===== config.mk =====
export PLATFORM = sky130hd
export DESIGN_NAME = queued_lock_manager
export DESIGN_NICKNAME = d
export VERILOG_FILES = /design/src/rtl/core/qlm_pkg.sv /design/src/rtl/core/queued_lock_manager.sv /design/src/rtl/core/qlm_ram.sv /design/src/rtl/core/qlm_update.sv
export VERILOG_INCLUDE_DIRS = /design/src /design/src/rtl/core
export SDC_FILE = /design/constraint.sdc
export NUM_CORES = 2
export LEC_CHECK = 0
export BUFFER_PORTS_ARGS = -buffer_cell sky130_fd_sc_hd__buf_2
export CORE_MARGIN = 3
export CORE_UTILIZATION = 57
export DETAILED_ROUTE_END_ITERATION = 8
export PLACE_DENSITY = 0.76
export SYNTH_ARGS = -nofsm -noshare
export SYNTH_HDL_FRONTEND = slang
export SYNTH_HIERARCHICAL = 1
export SYNTH_SLANG_ARGS = --single-unit

===== constraint.sdc =====
create_clock -name clk -period 3.7 [get_ports clk]
set_input_delay 0.185 -clock clk [delete_from_list [all_inputs] [get_ports clk]]
set_output_delay 0.185 -clock clk [all_outputs]
set_load 0.01 [all_outputs]

===== src/rtl/core/queued_lock_manager_defines.svh =====
// ----------------------------------------------------------------------------
// Queued lock manager assertion macros
// Clocked assertion shorthands shared by the lock manager RTL.
// ----------------------------------------------------------------------------
`ifndef QUEUED_LOCK_MANAGER_DEFINES_SVH
`define QUEUED_LOCK_MANAGER_DEFINES_SVH

// Expression must hold at every clock edge out of reset.
`define QLM_ASSERT_ALWAYS(lbl, expr, msg) \
  lbl: assert property (@(posedge clk) disable iff (!rst_n) (expr)) else $error(msg);

// Antecedent implies consequent on the same edge.
`define QLM_ASSERT_IMPL(lbl, ante, cons, msg) \
  lbl: assert property (@(posedge clk) disable iff (!rst_n) (ante) |-> (cons)) else $error(msg);

// Antecedent implies consequent on the following edge.
`define QLM_ASSERT_NEXT(lbl, ante, cons, msg) \
  lbl: assert property (@(posedge clk) disable iff (!rst_n) (ante) |=> (cons)) else $error(msg);

`endif


===== src/rtl/core/qlm_pkg.sv =====
// ----------------------------------------------------------------------------
// Queued lock manager package
// Field widths, request and status codes, and the result word layout.
// ----------------------------------------------------------------------------
package qlm_pkg;

  localparam int unsigned LOCK_W     = 6;
  localparam int unsigned CLIENT_W   = 4;
  localparam int unsigned STATUS_W   = 2;
  localparam int unsigned IN_DATA_W  = 16;
  localparam int unsigned OUT_DATA_W = 16;

  localparam logic OP_ACQUIRE = 1'b0;
  localparam logic OP_RELEASE = 1'b1;

  localparam logic [STATUS_W-1:0] ST_OK           = 2'd0;
  localparam logic [STATUS_W-1:0] ST_RETRY        = 2'd1;
  localparam logic [STATUS_W-1:0] ST_FREE_RELEASE = 2'd2;
  localparam logic [STATUS_W-1:0] ST_FULL         = 2'd3;

  typedef struct packed {
    logic [CLIENT_W-1:0] revoke_client;
    logic                revoke_valid;
    logic [CLIENT_W-1:0] retry_client;
    logic                retry_valid;
    logic [STATUS_W-1:0] status;
  } res_t;

endpackage


===== src/rtl/core/queued_lock_manager.sv =====
// ----------------------------------------------------------------------------
// Queued lock manager
// Lock table with one owner and a FIFO of waiting clients per lock.
// ----------------------------------------------------------------------------
//  channel | dir | tdata (low bit up)                        | tuser
//  --------+-----+-------------------------------------------+--------
//  in_     | in  | lock_id[5:0], client_id[9:6], 0 pad        | opcode
//  out_    | out | status[1:0], retry_valid[2],               | -
//          |     | retry_client[6:3], revoke_valid[7],        |
//          |     | revoke_client[11:8], 0 pad                 |
//
//  Each request passes the table RAM read, then the entry update, write-back
//  and result register. A new word enters every cycle while no result stalls;
//  a write-through on the RAM read port covers same-lock neighbors. After
//  reset a sweep clears the lock table with in_tready low. A stalled result
//  holds the update stage, which then holds in_tready low.
// ----------------------------------------------------------------------------
`include "queued_lock_manager_defines.svh"

module queued_lock_manager #(
  parameter int unsigned NUM_LOCKS   = 64,
  parameter int unsigned QUEUE_DEPTH = 4
) (
  input  logic                             clk,
  input  logic                             rst_n,
  input  logic                             in_tvalid,
  output logic                             in_tready,
  // lock_id[5:0], client_id[9:6], zero pad
  input  logic [qlm_pkg::IN_DATA_W-1:0]    in_tdata,
  // opcode
  input  logic                             in_tuser,
  output logic                             out_tvalid,
  input  logic                             out_tready,
  // status[1:0], retry_valid, retry_client[6:3], revoke_valid,
  // revoke_client[11:8], zero pad
  output logic [qlm_pkg::OUT_DATA_W-1:0]   out_tdata
);

  localparam int unsigned CW     = qlm_pkg::CLIENT_W;
  localparam int unsigned LW     = qlm_pkg::LOCK_W;
  localparam int unsigned LIDX_W = $clog2(NUM_LOCKS);
  localparam int unsigned HD_W   = (QUEUE_DEPTH > 1) ? $clog2(QUEUE_DEPTH) : 1;
  localparam int unsigned CNT_W  = $clog2(QUEUE_DEPTH + 1);
  localparam int unsigned ENT_W  = 1 + CW + HD_W + CNT_W;
  localparam int unsigned ROW_W  = QUEUE_DEPTH * CW;
  localparam int unsigned RES_W  = $bits(qlm_pkg::res_t);

  // lock_id reduced modulo NUM_LOCKS
  logic [LIDX_W-1:0] lmod_tbl [2**LW];
  for (genvar g = 0; g < 2**LW; g++) begin : g_lmod
    localparam int unsigned LMOD = g % NUM_LOCKS;
    assign lmod_tbl[g] = LIDX_W'(LMOD);
  end

  logic [LW-1:0]     in_lock_id;
  logic [CW-1:0]     in_client_id;
  logic [LIDX_W-1:0] in_lk_idx;
  logic              acc;
  logic              adv;

  logic              clr_active_r;
  logic [LIDX_W-1:0] clr_addr_r;

  logic              stg_v_r;
  logic              stg_op_r;
  logic [CW-1:0]     stg_cl_r;
  logic [LIDX_W-1:0] stg_lk_r;

  logic              out_v_r;
  qlm_pkg::res_t     out_res_r;

  logic [ENT_W-1:0]  ent_rd;
  logic [ENT_W-1:0]  ent_new;
  logic [ENT_W-1:0]  ent_wdata;
  logic [LIDX_W-1:0] ent_waddr;
  logic              ent_we;
  logic [ROW_W-1:0]  row_rd;
  logic [ROW_W-1:0]  row_new;

  logic              upd_st_we;
  logic              upd_slot_we;
  logic              upd_held;
  logic [CW-1:0]     upd_owner;
  logic [HD_W-1:0]   upd_head;
  logic [CNT_W-1:0]  upd_count;
  qlm_pkg::res_t     upd_res;

  assign in_lock_id   = in_tdata[LW-1:0];
  assign in_client_id = in_tdata[LW+CW-1:LW];
  assign in_lk_idx    = lmod_tbl[in_lock_id];

  assign adv       = stg_v_r && (!out_v_r || out_tready);
  assign in_tready = !clr_active_r && (!stg_v_r || adv);
  assign acc       = in_tvalid && in_tready;

  // clear sweep over the lock table after reset
  always_ff @(posedge clk) begin
    if (!rst_n) begin
      clr_active_r <= 1'b1;
      clr_addr_r   <= '0;
    end else if (clr_active_r) begin
      clr_addr_r <= clr_addr_r + LIDX_W'(1);
      if (clr_addr_r == LIDX_W'(NUM_LOCKS - 1)) begin
        clr_active_r <= 1'b0;
      end
    end
  end

  always_ff @(posedge clk) begin
    if (!rst_n) begin
      stg_v_r <= 1'b0;
    end else if (acc) begin
      stg_v_r <= 1'b1;
    end else if (adv) begin
      stg_v_r <= 1'b0;
    end
  end

  always_ff @(posedge clk) begin
    if (acc) begin
      stg_op_r <= in_tuser;
      stg_cl_r <= in_client_id;
      stg_lk_r <= in_lk_idx;
    end
  end

  assign ent_we    = clr_active_r || (adv && upd_st_we);
  assign ent_waddr = clr_active_r ? clr_addr_r : stg_lk_r;
  assign ent_new   = {upd_held, upd_owner, upd_head, upd_count};
  assign ent_wdata = clr_active_r ? '0 : ent_new;

  qlm_ram #(
    .DEPTH (NUM_LOCKS),
    .WIDTH (ENT_W)
  ) u_lock_ram (
    .clk   (clk),
    .we    (ent_we),
    .waddr (ent_waddr),
    .wdata (ent_wdata),
    .re    (acc),
    .raddr (in_lk_idx),
    .rdata (ent_rd)
  );

  qlm_ram #(
    .DEPTH (NUM_LOCKS),
    .WIDTH (ROW_W)
  ) u_slot_ram (
    .clk   (clk),
    .we    (adv && upd_slot_we),
    .waddr (stg_lk_r),
    .wdata (row_new),
    .re    (acc),
    .raddr (in_lk_idx),
    .rdata (row_rd)
  );

  qlm_update #(
    .QUEUE_DEPTH (QUEUE_DEPTH)
  ) u_update (
    .op      (stg_op_r),
    .client  (stg_cl_r),
    .held_i  (ent_rd[ENT_W-1]),
    .owner_i (ent_rd[ENT_W-2:HD_W+CNT_W]),
    .head_i  (ent_rd[HD_W+CNT_W-1:CNT_W]),
    .count_i (ent_rd[CNT_W-1:0]),
    .slots_i (row_rd),
    .st_we   (upd_st_we),
    .held_o  (upd_held),
    .owner_o (upd_owner),
    .head_o  (upd_head),
    .count_o (upd_count),
    .slot_we (upd_slot_we),
    .slots_o (row_new),
    .res     (upd_res)
  );

  always_ff @(posedge clk) begin
    if (!rst_n) begin
      out_v_r <= 1'b0;
    end else if (adv) begin
      out_v_r <= 1'b1;
    end else if (out_tready) begin
      out_v_r <= 1'b0;
    end
  end

  always_ff @(posedge clk) begin
    if (adv) begin
      out_res_r <= upd_res;
    end
  end

  assign out_tvalid = out_v_r;
  assign out_tdata  = {(qlm_pkg::OUT_DATA_W - RES_W)'(0), out_res_r};

  `QLM_ASSERT_IMPL(a_no_accept_in_clear, clr_active_r, !in_tready, "word accepted during table clear")
  `QLM_ASSERT_IMPL(a_hold_when_stalled, stg_v_r && !adv, !in_tready, "stage overrun while stalled")
  `QLM_ASSERT_NEXT(a_result_follows, adv, out_tvalid, "finished request left no result")
  `QLM_ASSERT_ALWAYS(a_full_is_silent, !(out_v_r && (out_res_r.status == qlm_pkg::ST_FULL) && (out_res_r.retry_valid || out_res_r.revoke_valid)), "full status carries a notice")
  `QLM_ASSERT_IMPL(a_pair_same_client, out_v_r && out_res_r.retry_valid && out_res_r.revoke_valid, out_res_r.retry_client == out_res_r.revoke_client, "retry and revoke name different clients")

endmodule


===== src/rtl/core/qlm_ram.sv =====
// ----------------------------------------------------------------------------
// Queued lock manager table RAM
// One write port, one registered read port; a read at the address being
// written in the same cycle returns the new data.
// ----------------------------------------------------------------------------
module qlm_ram #(
  parameter int unsigned DEPTH = 64,
  parameter int unsigned WIDTH = 8,
  localparam int unsigned AW   = (DEPTH > 1) ? $clog2(DEPTH) : 1
) (
  input  logic             clk,
  input  logic             we,
  input  logic [AW-1:0]    waddr,
  input  logic [WIDTH-1:0] wdata,
  input  logic             re,
  input  logic [AW-1:0]    raddr,
  output logic [WIDTH-1:0] rdata
);

  logic [WIDTH-1:0] mem [DEPTH];
  logic [WIDTH-1:0] rdata_r;

  always_ff @(posedge clk) begin
    if (we) begin
      mem[waddr] <= wdata;
    end
  end

  always_ff @(posedge clk) begin
    if (re) begin
      if (we && (waddr == raddr)) begin
        rdata_r <= wdata;
      end else begin
        rdata_r <= mem[raddr];
      end
    end
  end

  assign rdata = rdata_r;

endmodule


===== src/rtl/core/qlm_update.sv =====
// ----------------------------------------------------------------------------
// Queued lock manager entry update
// Next lock entry, wait ring row and result for one acquire or release.
// ----------------------------------------------------------------------------
module qlm_update #(
  parameter int unsigned QUEUE_DEPTH = 4,
  localparam int unsigned CW    = qlm_pkg::CLIENT_W,
  localparam int unsigned HD_W  = (QUEUE_DEPTH > 1) ? $clog2(QUEUE_DEPTH) : 1,
  localparam int unsigned CNT_W = $clog2(QUEUE_DEPTH + 1)
) (
  input  logic                               op,
  input  logic [CW-1:0]                      client,
  input  logic                               held_i,
  input  logic [CW-1:0]                      owner_i,
  input  logic [HD_W-1:0]                    head_i,
  input  logic [CNT_W-1:0]                   count_i,
  input  logic [QUEUE_DEPTH-1:0][CW-1:0]     slots_i,
  output logic                               st_we,
  output logic                               held_o,
  output logic [CW-1:0]                      owner_o,
  output logic [HD_W-1:0]                    head_o,
  output logic [CNT_W-1:0]                   count_o,
  output logic                               slot_we,
  output logic [QUEUE_DEPTH-1:0][CW-1:0]     slots_o,
  output qlm_pkg::res_t                      res
);

  logic [CNT_W:0]   tail_sum;
  logic [CNT_W:0]   tail_wrap;
  logic [HD_W-1:0]  tail_idx;
  logic [HD_W:0]    head_inc;
  logic [CNT_W-1:0] count_dec;
  logic [CW-1:0]    head_client;

  always_comb begin
    tail_sum = (CNT_W+1)'(head_i) + (CNT_W+1)'(count_i);
    if (tail_sum >= (CNT_W+1)'(QUEUE_DEPTH)) begin
      tail_wrap = tail_sum - (CNT_W+1)'(QUEUE_DEPTH);
    end else begin
      tail_wrap = tail_sum;
    end
    tail_idx = tail_wrap[HD_W-1:0];

    head_inc = (HD_W+1)'(head_i) + (HD_W+1)'(1);
    if (head_inc == (HD_W+1)'(QUEUE_DEPTH)) begin
      head_inc = '0;
    end

    count_dec   = count_i - CNT_W'(1);
    head_client = slots_i[head_i];
  end

  always_comb begin
    st_we   = 1'b0;
    held_o  = held_i;
    owner_o = owner_i;
    head_o  = head_i;
    count_o = count_i;
    slot_we = 1'b0;
    slots_o = slots_i;
    res     = '0;
    res.status = qlm_pkg::ST_OK;

    case (op)
      qlm_pkg::OP_ACQUIRE: begin
        if (!held_i) begin
          st_we   = 1'b1;
          held_o  = 1'b1;
          owner_o = client;
        end else if (count_i == CNT_W'(QUEUE_DEPTH)) begin
          res.status = qlm_pkg::ST_FULL;
        end else begin
          // enqueue at the ring tail; the first waiter triggers a revoke
          st_we   = 1'b1;
          slot_we = 1'b1;
          slots_o[tail_idx] = client;
          count_o = count_i + CNT_W'(1);
          res.status = qlm_pkg::ST_RETRY;
          if (count_i == '0) begin
            res.revoke_valid  = 1'b1;
            res.revoke_client = owner_i;
          end
        end
      end
      qlm_pkg::OP_RELEASE: begin
        if (!held_i) begin
          res.status = qlm_pkg::ST_FREE_RELEASE;
        end else if (count_i != '0) begin
          // hand over to the head waiter
          st_we   = 1'b1;
          head_o  = head_inc[HD_W-1:0];
          count_o = count_dec;
          owner_o = head_client;
          res.retry_valid  = 1'b1;
          res.retry_client = head_client;
          if (count_dec != '0) begin
            res.revoke_valid  = 1'b1;
            res.revoke_client = head_client;
          end
        end else begin
          st_we   = 1'b1;
          held_o  = 1'b0;
          owner_o = '0;
        end
      end
      default: begin
        res.status = qlm_pkg::ST_OK;
      end
    endcase
  end

endmodule


==> summary.md <==
| Metric | Value |
|---|---|
| Final nets | `3921` |
| Status | `complete, no violations` |
| Overall power | `39.1 mW` |
| Setup CP Type | `flip-flop to flip-flop` |
| Post-route non-filler standard cell count | `5624` |
| First-pass DRT Iterations | `6` |
| Pre-CTS setup slack | `0.660 ns` |
| Slew HR | `27.2%` |
| Clk buf depth | `3` |
| Post-route DRC | `0` |
| P_leak | `26.7 nW` |
| Hold Fails Final Rpt | `0` |
| Fmax | `316 MHz` |
| First-pass GRT wire length | `234 mm` |
| Final period util | `85.6%` |
| Max-cap violations | `0` |
| Buffers and inverters on the worst path | `1` |
| Synth warn | `6` |
| Syn avg cell area | `18.7 sq um` |
| Min Tclk post-route | `3.17 ns` |
| Placement Rows | `126` |
| Yosys top cell by area | `edfxtp_1` |
| Post-synthesis sequential area ratio | `75.6%` |
| Final setup margin | `0.532 ns` |
| GPL Wtd Cong | `0.896` |
| Max FO, Critical Path | `9` |
| Horiz. Die Dim | `352 um` |
| H-tree levels | `4` |
| Post-synthesis cell type count | `70` |
| Top_reg_cell synth | `edfxtp_1` |
| Fillers | `7563` |
| WL/cell | `28.3 um` |
| Top Family by Delay on Critical Path | `simple AND/OR/NAND/NOR gates` |
| Initial antenna violation count | `5` |
| Synth Register Bits | `1722` |
| Final setup viols | `0` |
| EDFF count, synth | `1713` |
| Layout cells sized above 1 | `17.9%` |
| Mapped cell area | `68300 sq um` |
| Reg clk slew, reported paths | `0.07 ns` |
| RSZ-0062 raised after global routing | `no` |
| Crit path launch type | `flip-flop` |
| Num CTS Buffers | `163` |
| Critical-path top delay cell | `nor4_1` |
| Boundary pin count | `39` |
| Area of placed instances | `71600 sq um` |
| Top post-synthesis cells by count | `edfxtp_1, mux2i_1, a22oi_1` |
| CTS tree | `done` |
| Worst hold-check path type | `input port to flip-flop` |
| Count leader, synth | `edfxtp_1` |
| Pins Over Slew Limit | `0` |
| Antenna Nets Post-Route | `0` |
| Initial DRC Count | `5254` |
| GR Util All Layers | `25.6%` |
| CP required | `4.34 ns` |
| Pin count of the biggest net entering global routing | `84` |
| Peak supply drop | `493 uV` |
| Post-Synthesis Cells | `3651` |
| Starting Density | `57.7%` |
| Critical-path cell list | `inv_1 > ha_1 > nand2_1 > o21a_1 > a21o_1 > nand4_1 > o21ai_1 > nor4_1 > a221o_1` |
| Slew of the pin with the lowest slew margin | `1.09 ns` |
| PwrDens | `509 nW/um^2` |
| Vias in the first global route | `35700` |
| Worst EP arrival | `3.81 ns` |
| CTS root buf | `clkbuf_16` |
| Post-DP HPWL | `96.1 mm` |
| PortBufs | `28` |
| Die Y | `352 um` |
| Routed WL | `159 mm` |
| Fin Setup TNS | `0 ns` |
| Overflow after GRT | `0` |
| Die area | `124000 sq um` |
| Placed Instances | `5318` |
| Worst Setup End Kind | `flip-flop` |
| DR vias/cell | `6.44` |
| Async set-reset flop share out of synthesis | `0%` |
| Post-CTS Resized | `0` |
| Max stage delay on crit path | `0.80 ns` |
| Via count | `36200` |
| Area growth from synthesis to layout | `12.7%` |
| Final Cell Area | `76900 sq um` |
| Hold buffers post-CTS | `10` |
| Clock Skews | `0.0207 ns` |
| Total core area | `118000 sq um` |
| Proportion of netlist area held by the largest area contributor | `75.4%` |
| Clock sink count | `1722` |
| Postcts setup bufs | `0` |
| Synth top area cells | `edfxtp_1, mux2i_1, mux4_2` |
| Latest clock arrival within the worst-skew pair | `0.78 ns` |
[registers in the layout (all words and copies together), names as in the netlist]
name,flops
u_slot_ram/mem,1024
u_lock_ram/mem,640
u_slot_ram/rdata,16
out_tdata,12
u_lock_ram/rdata,10
clr_addr_r,6
stg_lk_r,6
stg_cl_r,4
clr_active_r,1
out_tvalid,1
stg_op_r,1
stg_v_r,1
[routing by layer]
layer | GRT usage, % | vias to the layer above | wire [um]
met4 | 8.13 | 2 | 4730
li1 | - | 15300 | -
met2 | 38.0 | 2159 | 72400
met1 | 37.8 | 18500 | 63000
met5 | 0 | - | 8
met3 | 6.45 | 293 | 19100
[cells in the final DEF (no fill, tap or decap), drive strengths merged, types with 4 or more instances in the layout]
| cell type | synthesis | routed |
|---|---|---|
| a21oi | 76 | 76 |
| a221o | 14 | 14 |
| a221oi | 15 | 15 |
| a22o | 12 | 12 |
| a22oi | 243 | 243 |
| a32oi | 14 | 14 |
| and2 | 15 | 15 |
| buf | 150 | 286 |
| bufinv | 0 | 16 |
| clkbuf | 72 | 199 |
| clkinv | 0 | 71 |
| clkinvlp | 0 | 5 |
| conb | 1 | 4 |
| dfxtp | 9 | 9 |
| dlygate4sd3 | 0 | 10 |
| edfxtp | 1713 | 1713 |
| ha | 7 | 7 |
| inv | 8 | 11 |
| mux2 | 28 | 28 |
| mux2i | 574 | 574 |
| mux4 | 158 | 158 |
| nand2 | 109 | 109 |
| nand2b | 10 | 10 |
| nand3 | 111 | 111 |
| nand3b | 6 | 6 |
| nand4 | 33 | 33 |
| nor2 | 148 | 148 |
| nor2b | 30 | 30 |
| nor3 | 6 | 6 |
| nor4 | 10 | 10 |
| o21ai | 23 | 23 |
| or3 | 5 | 5 |
| xnor2 | 14 | 14 |
| xor2 | 5 | 5 |
[area by class of cell]
type / count / area (sq um) / area share (%)
clock inverter: 95 / 855 / 1.11
clock buffer: 199 / 4380 / 5.70
multi-input combinational: 1702 / 15500 / 20.2
antenna: 2 / 5.00 / 0.00651
sequential: 1722 / 51600 / 67.1
tap: 1600 / 2000 / 2.60
inverter: 8 / 30.0 / 0.0390
timing repair buffer: 296 / 2520 / 3.28
[through the flow]
step	utilization (%)	hold WS (ns)
floorplan	-	0.247
detailed placement	60.5	0.372
finish	65.0	0.0949
CTS	65.0	0.0209
global placement	60.5	0.367
global route	65.0	0.0402
[cells by family after synthesis]
| group | share of synthesized area (%) |
|---|---|
| XOR/XNOR | 0.315 |
| AND/OR/NAND/NOR | 3.48 |
| other | 0.00549 |
| buffers and inverters | 1.90 |
| adder cells (fa/ha/maj) | 0.128 |
| flip-flops | 75.6 |
| AO/OA/AOI/OAI | 4.37 |
| multiplexers | 14.2 |
[worst paths after layout]
kind                                 start                             to  slack [ns]  cells past startpoint
max          u_lock_ram/rdata[1]$_DFFE_PP_  u_lock_ram/rdata[6]$_DFFE_PP_        0.53                      9
min                            in_tdata[5]          stg_lk_r[5]$_DFFE_PP_        0.09                      1
max reg2reg  u_lock_ram/rdata[1]$_DFFE_PP_  u_lock_ram/rdata[6]$_DFFE_PP_        0.53                      9
min reg2reg     clr_addr_r[5]$_SDFFE_PN0P_     clr_addr_r[5]$_SDFFE_PN0P_        0.54                      2
[power by group]
group / internal (mW) / leakage [nW] / switching, mW
registers: 21.2 / 16.1 / 0.0120
clock network: 9.51 / 2.57 / 6.89
logic: 0.595 / 7.99 / 0.946
Power figures use the tool's default switching activity.
